## src/sv/pdbr_pkg.sv

```systemverilog
// Shared types and constants of the PPG detrend / bandpass / RMS block.
// Holds the controller-to-datapath command codes, the command and status
// structs, and the fixed Q2.30 biquad coefficients. No dependencies.
package pdbr_pkg;

    localparam int OP_W = 5;

    localparam logic [OP_W-1:0] OP_NONE = 5'd0;
    localparam logic [OP_W-1:0] OP_LOAD = 5'd1;
    localparam logic [OP_W-1:0] OP_RD   = 5'd2;
    localparam logic [OP_W-1:0] OP_WIN  = 5'd3;
    localparam logic [OP_W-1:0] OP_BDIV = 5'd4;
    localparam logic [OP_W-1:0] OP_BASE = 5'd5;
    localparam logic [OP_W-1:0] OP_M_B0 = 5'd6;
    localparam logic [OP_W-1:0] OP_Y    = 5'd7;
    localparam logic [OP_W-1:0] OP_M_A1 = 5'd8;
    localparam logic [OP_W-1:0] OP_D0   = 5'd9;
    localparam logic [OP_W-1:0] OP_M_A2 = 5'd10;
    localparam logic [OP_W-1:0] OP_D1   = 5'd11;
    localparam logic [OP_W-1:0] OP_SMW  = 5'd12;
    localparam logic [OP_W-1:0] OP_SDIV = 5'd13;
    localparam logic [OP_W-1:0] OP_F    = 5'd14;
    localparam logic [OP_W-1:0] OP_ACC  = 5'd15;
    localparam logic [OP_W-1:0] OP_RDIV = 5'd16;
    localparam logic [OP_W-1:0] OP_SQRT = 5'd17;
    localparam logic [OP_W-1:0] OP_RMS  = 5'd18;

    // Q2.30 coefficients; b1 is zero and b2 is -b0 in both sections
    localparam logic signed [31:0] S1_B0 = 32'sd7987737;
    localparam logic signed [31:0] S1_A1 = -32'sd2000585781;
    localparam logic signed [31:0] S1_A2 = 32'sd938877499;
    localparam logic signed [31:0] S2_B0 = 32'sd1073741824;
    localparam logic signed [31:0] S2_A1 = -32'sd2089848709;
    localparam logic signed [31:0] S2_A2 = 32'sd1021391692;

    typedef struct packed {
        logic [OP_W-1:0] op;
        logic            sec;
    } pdbr_cmd_t;

    typedef struct packed {
        logic busy;
        logic cnt_zero;
    } pdbr_stat_t;

endpackage

```

## src/sv/pdbr_ctrl.sv

```systemverilog
// Controller of the PPG detrend / bandpass / RMS block: sequences the
// datapath one transaction at a time and owns the handshakes. Uses pdbr_pkg.
module pdbr_ctrl (
    input  logic                 clk,
    input  logic                 rst_n,
    input  logic                 in_valid,
    output logic                 in_stall,
    input  logic                 cmd,
    output logic                 out_valid,
    input  logic                 out_stall,
    input  pdbr_pkg::pdbr_stat_t stat,
    output pdbr_pkg::pdbr_cmd_t  ctl
);

    localparam logic [4:0] S_IDLE = 5'd0;
    localparam logic [4:0] S_RD   = 5'd1;
    localparam logic [4:0] S_WIN  = 5'd2;
    localparam logic [4:0] S_BDIV = 5'd3;
    localparam logic [4:0] S_BASE = 5'd4;
    localparam logic [4:0] S_MB0  = 5'd5;
    localparam logic [4:0] S_Y    = 5'd6;
    localparam logic [4:0] S_MA1  = 5'd7;
    localparam logic [4:0] S_D0   = 5'd8;
    localparam logic [4:0] S_MA2  = 5'd9;
    localparam logic [4:0] S_D1   = 5'd10;
    localparam logic [4:0] S_SMW  = 5'd11;
    localparam logic [4:0] S_SDIV = 5'd12;
    localparam logic [4:0] S_F    = 5'd13;
    localparam logic [4:0] S_ACC  = 5'd14;
    localparam logic [4:0] S_RDIV = 5'd15;
    localparam logic [4:0] S_SQRT = 5'd16;
    localparam logic [4:0] S_RMS  = 5'd17;
    localparam logic [4:0] S_WAIT = 5'd18;

    logic [4:0] state_reg, state_next;
    logic [4:0] ret_reg, ret_next;
    logic       sec_reg, sec_next;
    logic       out_valid_reg, out_valid_next;
    logic [pdbr_pkg::OP_W-1:0] op;
    logic       out_free;

    assign out_free = !out_valid_reg || !out_stall;

    always_comb
    begin
        state_next = state_reg;
        ret_next   = ret_reg;
        sec_next   = sec_reg;
        op         = pdbr_pkg::OP_NONE;
        case (state_reg)
            S_IDLE:
            begin
                if (in_valid)
                begin
                    op       = pdbr_pkg::OP_LOAD;
                    sec_next = 1'b0;
                    if (!cmd)
                    begin
                        state_next = S_RD;
                    end
                    else if (stat.cnt_zero)
                    begin
                        state_next = S_RMS;
                    end
                    else
                    begin
                        state_next = S_RDIV;
                    end
                end
            end
            S_RD:
            begin
                op         = pdbr_pkg::OP_RD;
                state_next = S_WIN;
            end
            S_WIN:
            begin
                op         = pdbr_pkg::OP_WIN;
                state_next = S_BDIV;
            end
            S_BDIV:
            begin
                op         = pdbr_pkg::OP_BDIV;
                state_next = S_WAIT;
                ret_next   = S_BASE;
            end
            S_BASE:
            begin
                op         = pdbr_pkg::OP_BASE;
                state_next = S_MB0;
            end
            S_MB0:
            begin
                op         = pdbr_pkg::OP_M_B0;
                state_next = S_WAIT;
                ret_next   = S_Y;
            end
            S_Y:
            begin
                op         = pdbr_pkg::OP_Y;
                state_next = S_MA1;
            end
            S_MA1:
            begin
                op         = pdbr_pkg::OP_M_A1;
                state_next = S_WAIT;
                ret_next   = S_D0;
            end
            S_D0:
            begin
                op         = pdbr_pkg::OP_D0;
                state_next = S_MA2;
            end
            S_MA2:
            begin
                op         = pdbr_pkg::OP_M_A2;
                state_next = S_WAIT;
                ret_next   = S_D1;
            end
            S_D1:
            begin
                op = pdbr_pkg::OP_D1;
                if (sec_reg)
                begin
                    state_next = S_SMW;
                end
                else
                begin
                    sec_next   = 1'b1;
                    state_next = S_MB0;
                end
            end
            S_SMW:
            begin
                op         = pdbr_pkg::OP_SMW;
                state_next = S_SDIV;
            end
            S_SDIV:
            begin
                op         = pdbr_pkg::OP_SDIV;
                state_next = S_WAIT;
                ret_next   = S_F;
            end
            S_F:
            begin
                op         = pdbr_pkg::OP_F;
                state_next = S_WAIT;
                ret_next   = S_ACC;
            end
            S_ACC:
            begin
                // hold until the output register is free
                if (out_free)
                begin
                    op         = pdbr_pkg::OP_ACC;
                    state_next = S_IDLE;
                end
            end
            S_RDIV:
            begin
                op         = pdbr_pkg::OP_RDIV;
                state_next = S_WAIT;
                ret_next   = S_SQRT;
            end
            S_SQRT:
            begin
                op         = pdbr_pkg::OP_SQRT;
                state_next = S_WAIT;
                ret_next   = S_RMS;
            end
            S_RMS:
            begin
                if (out_free)
                begin
                    op         = pdbr_pkg::OP_RMS;
                    state_next = S_IDLE;
                end
            end
            S_WAIT:
            begin
                if (!stat.busy)
                begin
                    state_next = ret_reg;
                end
            end
            default:
            begin
                state_next = S_IDLE;
            end
        endcase

        if (op == pdbr_pkg::OP_ACC || op == pdbr_pkg::OP_RMS)
        begin
            out_valid_next = 1'b1;
        end
        else if (!out_stall)
        begin
            out_valid_next = 1'b0;
        end
        else
        begin
            out_valid_next = out_valid_reg;
        end
    end

    always_ff @(posedge clk or negedge rst_n)
    begin
        if (!rst_n)
        begin
            state_reg     <= S_IDLE;
            ret_reg       <= S_IDLE;
            sec_reg       <= 1'b0;
            out_valid_reg <= 1'b0;
        end
        else
        begin
            state_reg     <= state_next;
            ret_reg       <= ret_next;
            sec_reg       <= sec_next;
            out_valid_reg <= out_valid_next;
        end
    end

    assign in_stall  = (state_reg != S_IDLE);
    assign out_valid = out_valid_reg;
    assign ctl.op    = op;
    assign ctl.sec   = sec_reg;

endmodule

```

## config.mk

```make
export PLATFORM = sky130hd
export DESIGN_NAME = pdbr_ctrl
export DESIGN_NICKNAME = d
export VERILOG_FILES = /design/src/sv/pdbr_pkg.sv /design/src/sv/pdbr_ctrl.sv
export SDC_FILE = /design/constraint.sdc
export NUM_CORES = 1
export LEC_CHECK = 0
export BUFFER_PORTS_ARGS = -buffer_cell sky130_fd_sc_hd__buf_2
export CAP_MARGIN = 20
export CELL_PAD_IN_SITES_DETAIL_PLACEMENT = 1
export CELL_PAD_IN_SITES_GLOBAL_PLACEMENT = 1
export CORE_UTILIZATION = 40
export DETAILED_ROUTE_END_ITERATION = 6
export GPL_TIMING_DRIVEN = 0
export PLACE_DENSITY_LB_ADDON = 0.1
export SYNTH_ARGS = -nofsm -noshare
export SYNTH_HDL_FRONTEND = slang
export SYNTH_SLANG_ARGS = --single-unit
```

## constraint.sdc

```tcl
create_clock -name clk -period 2.2 [get_ports clk]
set_input_delay 0.44 -clock clk [delete_from_list [all_inputs] [get_ports clk]]
set_output_delay 0.44 -clock clk [all_outputs]
set_load 0.05 [all_outputs]
```

Word-level counts from Yosys, hierarchy flattened
Index checks and enable logic that the tools add are counted.
{"block": "op_classes", "mux": 16, "n_eq_ne": 24, "reduce_logical": 12}
{"cell": "5-bit one-hot mux with 18 select lines", "n": 1}
{"cell": "5-bit one-hot mux with 11 select lines", "n": 1}
{"cell": "5-bit by 4-bit equality test with 1-bit output (second input constant)", "n": 9}
{"cell": "5-bit one-hot mux with 8 select lines", "n": 1}
{"cell": "5-bit 2-to-1 mux", "n": 6}
{"cell": "5-bit by 3-bit equality test with 1-bit output (second input constant)", "n": 4}
{"cell": "5-bit equality test (second input constant)", "n": 4}
{"cell": "5-bit by 2-bit equality test with 1-bit output (second input constant)", "n": 2}
{"cell": "4-bit 2-to-1 mux", "n": 2}
{"cell": "8-bit nonzero test", "n": 1}
{"cell": "8-bit OR reduction", "n": 1}
{"cell": "5-bit by 1-bit equality test with 1-bit output (second input constant)", "n": 1}
{"cell": "5-bit zero test", "n": 1}
{"cell": "5-bit nonzero test", "n": 1}
{"cell": "1-bit 2-to-1 mux", "n": 4}
{"cell": "2-bit by 1-bit != test with 1-bit output (second input constant)", "n": 2}
{"cell": "2-bit != test (second input constant)", "n": 2}
{"cell": "3-bit AND reduction", "n": 1}
{"cell": "1-bit zero test", "n": 2}
{"cell": "1-bit logical OR", "n": 2}
{"cell": "1-bit one-hot mux with 2 select lines", "n": 1}
{"cell": "2-bit AND reduction", "n": 1}
{"cell": "2-bit nonzero test", "n": 1}
{"cell": "2-bit OR reduction", "n": 1}
{"block": "totals", "in_bits": 7, "ff_bits": 12, "word_cells": 56}

Logic depth before layout (Yosys ltp)
Gate-level depths: netlist of run 1.
{"block": "logic_depth", "ltp_word": 7, "ltp_mapped": 7, "mapped_depth_nobuf": 4}

Least setup slack after synthesis of run 1
OpenSTA, ideal clock, no wires.
{"block": "synth_timing", "path_kind": "register to output", "from": "register out_valid_reg, in the netlist out_valid", "to": "output port ctl[1] (netlist name)", "n_path_buf": 0, "slack_ns": -1.655, "path_stages_with_launch": 5, "arrival_time_ns": 3.415, "required_ns": 1.760, "path_cell_list": "dfrtp_1 nand2_1 nor2_1 o21a_1 a2111oi_0"}
{"item": "start, declared", "line": "pdbr_ctrl.sv:38", "rtl": "logic out_valid_reg, out_valid_next;"}
{"item": "start signal, assigned", "line": "pdbr_ctrl.sv:220", "rtl": "out_valid_reg <= out_valid_next;"}
{"item": "end, declared", "line": "pdbr_ctrl.sv:12", "rtl": "output pdbr_pkg::pdbr_cmd_t ctl"}

==> results.py, run 1 <==
metrics = {
    "clock_tree": {
        "numCtsBuffers": 3,
        "clk_pin_slew_worst_paths_ps": 80,
        "clkSinkCount": 12,
        "insertion_delay_ps": 280,
        "htree_num_levels": 1,
        "cts_buffer_depth": 2,
        "cts_tree": "built",
        "cts-root-buf": "clkbuf_4",
    },
    "setup_path": {
        "critical_path_class": "register to output port",
        "cp.required_ps": 1760,
        "endpoint_kind": "output port",
        "crit_fanout": 10,
        "crit_path_start_kind": "register",
        "reg2reg_slack_ps": 380,
        "crit_arrival_ps": 1770,
    },
    "sta": {
        "fmax_mhz": 452,
        "hold_viol": 0,
        "fin_crit_sh": 1.01,
        "setup_ws_ps": -12.2,
        "fin_hold_ws_ps": 30.6,
        "relSlewSlack": 0.680,
        "setup_viol": 1,
        "skew_ps": 5.96,
        "finalCriticalPeriod_ps": 2210,
        "rsz0062_at_grt": "true",
        "drv_slew": 0,
        "tightest_slew_ps": 476,
    },
    "detailed_routing": {
        "wl_microns": 4830,
        "vias": 1436,
        "avgRoutedWirePerCell_microns": 22.4,
        "drt_iter0_markers": 56,
        "remaining_drc_errors": 0,
        "ant_nets": 0,
        "via_per_inst": 6.65,
        "firstDrtPassIters": 4,
    },
    "floorplan": {
        "die_w_microns": 56.5,
        "die_area_sq_mm": 0.00320,
        "start_util": 0.428,
        "rows": 19,
        "die_h_microns": 56.5,
        "design.core.area_sq_mm": 0.00278,
        "io_pins": 15,
    },
    "power_and_ir_drop": {
        "ir_worst_vdd_mv": 1.56,
        "powerDensity_mw_per_mm2": 1850,
        "p_total_uw": 3060,
        "p_leak_uw": 0.000699,
    },
    "synth": {
        "synth_fa_ha_area_frac": 0,
        "yosys-mux-area-fraction": 0.00841,
        "synth_compound_area_frac": 0.341,
        "synth_top_family_by_area": "compound AO/OA/AOI/OAI gates",
        "synth.area.top_cells": "dfrtp_1, buf_2, o21ai_0, nand2b_1, nor2b_1",
        "syn_area_sq_mm": 0.00119,
        "yosys_warnings": 0,
        "yosysTopAreaCell": "dfrtp_1",
        "synth_edf_count": 0,
        "synth_xor_area_frac": 0.00736,
        "avgSynthCellArea_sq_um": 7.78,
        "yosysUniqueCellTypes": 52,
        "synth_ff_type": "dfrtp_1",
        "synth-simple-area-share": 0.299,
        "ys_seq_area_frac": 0.252,
        "syn_nets": 160,
        "synthCells": 153,
        "ys_ff_latch": 12,
        "async_flop_share": 1.00,
        "synth_top_area_frac": 0.252,
    },
    "global_routing": {
        "antenna_found_initial": 0,
        "track_usage": 0.303,
        "grt_pass1_wl_microns": 7330,
        "first_global_vias": 1445,
        "grt_remaining_overflow": 0,
        "grt_max_degree": 13,
    },
    "placed_design": {
        "dp_hpwl_microns": 3170,
        "portBuffers": 14,
        "place_ws_ps": -51.7,
        "place_congestion": 0.885,
    },
    "outcome": {
        "violations": "negative setup slack",
        "status": "finished, violations left",
    },
    "finish": {
        "antennaDiodeCount": 0,
        "syn2layout_area_growth_pct": 38.7,
        "drive_gt1_frac": 0.378,
        "fin_nets": 194,
    },
    "flow_run": {
        "maxCapViolations": 0,
    },
    "worst_hold_path": {
        "hold_path_class": "primary input to asynchronous set/reset pin",
    },
}
## cells in the mapped netlist (all sizes together), types with 3 or more instances
library cell / n
o21ai: 16
nor4bb: 3
o22ai: 4
a21oi: 8
nand2b: 7
inv: 4
nand3: 4
a22oi: 4
nor3: 3
buf: 16
nand2: 9
dfrtp: 12
nor2: 11
nor2b: 7
o21a: 4
nand4: 3
clkbuf: 3
## power by group
group | total [uW] | internal (uW) | switching [uW]
sequential | 390 | 321 | 69.0
combinational | 2520 | 1040 | 1480
clock | 146 | 63.6 | 82.2
total | 3060 | 1430 | 1630
## critical path: stages, from the launching register on
cell and delay, ps:
dfrtp_1 390, buf_6 160, buf_8 150, nand2_2 90
or3_4 340, a21oi_2 180, buf_6 180
## final cells by class
class	instances	area (sq um)
sequential	12	302
inverter	4	18.8
clock buffer	3	22.5
tap	31	38.8
multi-input combinational	118	868
fill	335	1130
buffer	17	159
timing repair buffer	31	241
## final timing paths
path / from / endpoint / depth (start not counted)
worst max-delay path: state_reg[2]$_DFFE_PN0P_ / ctl[4] / 6
worst min-delay path: rst_n / out_valid$_DFFE_PN0P_ / 1
worst max register to register: state_reg[4]$_DFFE_PN0P_ / state_reg[1]$_DFFE_PN0P_ / 5
worst min register to register: ret_reg[3]$_DFFE_PN0P_ / ret_reg[3]$_DFFE_PN0P_ / 2
max in group asynchronous: rst_n / state_reg[4]$_DFFE_PN0P_ / 1
min in group clk: out_stall / out_valid$_DFFE_PN0P_ / 3
## routing by layer
layer | vias up | share of wire | track usage
li1 | 638 | - | -
met1 | 714 | 0.42 | 0.392
met2 | 62 | 0.49 | 0.491
met3 | 22 | 0.053 | 0.0438
met4 | 0 | 0.038 | 0.146
met5 | - | 0 | 0
## stage by stage
stage	util	instances	area (sq um)	setup TNS, ps
final	0.593	216	1650	-12.2
after global routing	0.593	216	1650	-143
after CTS	0.552	208	1530	-11.5
after detailed placement	0.481	198	1340	-51.7
after global placement	0.481	198	1340	0
after floorplan	-	153	1230	0
## repair_timing
action	in CTS	in global routing
hold buffers	0	0
endpoints found under the setup margin	5	5
pin swaps	2	5
resized for setup	38	16
buffers inserted	7	10
cloned	0	0
## cells by family (layout without fill, tap and decap cells)
group,Yosys count,count (layout)
multiplexers,1,1
XOR/XNOR,1,1
buffers and inverters,23,55
flip-flops,12,12
AND/OR/NAND/NOR,60,60
AO/OA/AOI/OAI,56,56
## cell usage in the layout, fill, tap and decap left out, types with 2 or more instances in the layout
master / count
o21a_1: 4
o41ai_1: 2
inv_1: 3
nor2_1: 9
o21ai_1: 5
nor2_2: 2
buf_8: 2
nand4_1: 3
buf_4: 20
buf_6: 12
dfrtp_1: 11
o221a_1: 2
a22oi_1: 4
nand3_1: 4
nor2b_1: 7
and3b_1: 2
a21oi_1: 6
clkbuf_4: 3
o22ai_2: 2
nand2_1: 7
nand2b_1: 6
o22ai_1: 2
nor4bb_1: 3
nor3_1: 2
a31oi_1: 2
buf_2: 13
o21ai_0: 11
(Power assumes the default switching activity.)
==> run 2: changes to the inputs <==
--- a/config.mk
+++ b/config.mk
@@ -9,10 +9,11 @@
 export CAP_MARGIN = 20
 export CELL_PAD_IN_SITES_DETAIL_PLACEMENT = 1
 export CELL_PAD_IN_SITES_GLOBAL_PLACEMENT = 1
-export CORE_UTILIZATION = 40
+export CORE_UTILIZATION = 35
 export DETAILED_ROUTE_END_ITERATION = 6
 export GPL_TIMING_DRIVEN = 0
 export PLACE_DENSITY_LB_ADDON = 0.1
+export SETUP_SLACK_MARGIN = 0.1
 export SYNTH_ARGS = -nofsm -noshare
 export SYNTH_HDL_FRONTEND = slang
 export SYNTH_SLANG_ARGS = --single-unit
==> run 2 against run 1 <==
Net effect:
- sequential share of layout area decreased by 0.97 points
- first-iteration DRC count decreased by 30%
- count of clock-buffer cells in the layout unchanged
- cell area increased by 5.6%
- die area up 14%
- total power rose by 6.7%
- routed wire length is 2.7% higher
- sequential power up 1%
- critical path depth down 1
- the flow still finishes with violations (negative setup slack)
- hold slack got worse by 5.8 ps
- setup slack lost 31 ps
==> results.py, run 2 (synthesis gave the netlist of run 1 again) <==
metrics = {
    "outcome": {
        "status": "finished, violations left",
        "violations": "negative setup slack",
    },
    "clock_tree": {
        "cts_tree": "built",
        "numCtsBuffers": 3,
        "clkSinkCount": 12,
        "cts-root-buf": "clkbuf_4",
        "insertion_delay_ps": 300,
        "cts_buffer_depth": 2,
        "clk_pin_slew_worst_paths_ps": 90,
        "htree_num_levels": 1,
    },
    "setup_path": {
        "critical_path_class": "register to output port",
        "rr_startpoint": "state_reg[1]$_DFFE_PN0P_",
        "critPathTopFamily": "compound AO/OA/AOI/OAI gates",
        "slowest_delay_ps": 420,
        "path_buf_inv": 2,
        "endpoint_kind": "output port",
        "critical_path.cell_chain": "or2_1 -> clkbuf_8 -> o32a_1 -> o22ai_4 -> buf_6",
        "crit_arrival_ps": 1800,
        "startpoint": "state_reg[1]$_DFFE_PN0P_",
        "crit_fanout": 4,
        "crit_slowest_cell": "dfrtp_1",
        "crit_path_start_kind": "register",
        "cp.required_ps": 1760,
    },
    "floorplan": {
        "die_area_sq_mm": 0.00364,
        "start_util": 0.380,
        "die_h_microns": 60.3,
        "rows": 20,
        "die_w_microns": 60.3,
        "io_pins": 15,
        "design.core.area_sq_mm": 0.00313,
    },
    "finish": {
        "final_cell_mix": "buf_4, o21ai_0, dfrtp_1, buf_2, buf_6",
        "antennaDiodeCount": 0,
        "fin_nets": 194,
        "post-route-cell-area_sq_mm": 0.00174,
        "instances_no_fill": 229,
        "nFillCells": 377,
        "drive_gt1_frac": 0.405,
        "mostFrequentLayoutCell": "buf_4",
        "syn2layout_area_growth_pct": 46.5,
        "multi_input_area_sq_um": 902,
        "seq_area_sq_um": 302,
    },
    "power_and_ir_drop": {
        "ir_worst_vdd_mv": 1.21,
        "p_leak_uw": 0.000738,
        "powerDensity_mw_per_mm2": 1870,
    },
    "sta": {
        "rsz0062_at_grt": "true",
        "skew_ps": 3.68,
        "fin_hold_ws_ps": 24.8,
        "finalCriticalPeriod_ps": 2240,
        "drv_slew": 0,
        "tightest_slew_ps": 446,
        "fin_crit_sh": 1.02,
        "fmax_mhz": 446,
        "relSlewSlack": 0.700,
        "tns_ps": -63.7,
        "setup_ws_ps": -42.9,
        "hold_viol": 0,
        "setup_viol": 2,
    },
    "global_routing": {
        "grt_max_degree": 13,
        "antenna_found_initial": 0,
        "first_global_vias": 1420,
        "grt_pass1_wl_microns": 7160,
        "track_usage": 0.278,
        "grt_remaining_overflow": 0,
    },
    "placed_design": {
        "dpl_cell_area_sq_mm": 0.00136,
        "place_ws_ps": -52.0,
        "place_congestion": 0.877,
        "portBuffers": 14,
        "dpl.cell_count": 211,
        "dp_hpwl_microns": 3130,
    },
    "detailed_routing": {
        "via_per_inst": 6.21,
        "avgRoutedWirePerCell_microns": 21.6,
        "firstDrtPassIters": 5,
        "vias": 1423,
        "drt_iter0_markers": 39,
        "remaining_drc_errors": 0,
        "ant_nets": 0,
        "wl_microns": 4960,
    },
    "worst_hold_path": {
        "hold_path_class": "primary input to asynchronous set/reset pin",
    },
    "flow_run": {
        "maxCapViolations": 0,
    },
}
run 2: changes by cell type in the layout (fill, tap and decap cells not counted), sizes merged:
| cell | delta |
|---|---|
| buf | -4 |
| clkbuf | +3 |
| dlymetal6s2s | +1 |
run 2: final timing paths:
path | slack [ps] | cells after the start | end
worst max-delay path | -40 | 5 | ctl[2]
worst min-delay path | 20 | 1 | out_valid$_DFFE_PN0P_
worst max register to register | 400 | 7 | ret_reg[0]$_DFFE_PN0P_
worst min register to register | 500 | 2 | ret_reg[1]$_DFFE_PN0P_
max in group asynchronous | 1910 | 1 | state_reg[4]$_DFFE_PN0P_
min in group clk | 460 | 3 | out_valid$_DFFE_PN0P_
run 2: timing repair:
action / 4_1_cts / 5_1_grt
endpoints found under the setup margin: 5 / 6
pin swaps: 3 / 5
cloned: 0 / 0
endpoints found under the hold margin: 0 / 0
hold buffers: 0 / 0
setup buffers: 4 / 12
gates resized for setup: 37 / 34
run 2: area by class of cell:
cell class	count	area share
buffer	18	0.117
inverter	4	0.0108
tap	44	0.0316
multi-input combinational	118	0.518
sequential	12	0.173
clock buffer	3	0.0129
timing repair buffer	30	0.137
run 2: metal layers:
metal  track usage  vias to the layer above  share of wire
met5             0                        -              0
met4         0.136                        0          0.027
met3        0.0411                       13          0.056
met2         0.466                       54           0.51
met1         0.346                      719           0.40
li1              -                      637              -
run 2: report_power, final:
group          internal [uW]  switching (uW)
Combinational           1170            1540
Sequential               321            73.5
Clock                   63.9            93.2
Total                   1560            1700
run 2: metrics by stage:
stage,utilization,power [uW]
floorplan,-,1870
global placement,0.436,2290
detailed placement,0.436,2330
CTS,0.488,2800
global route,0.557,3430
finish,0.557,3260
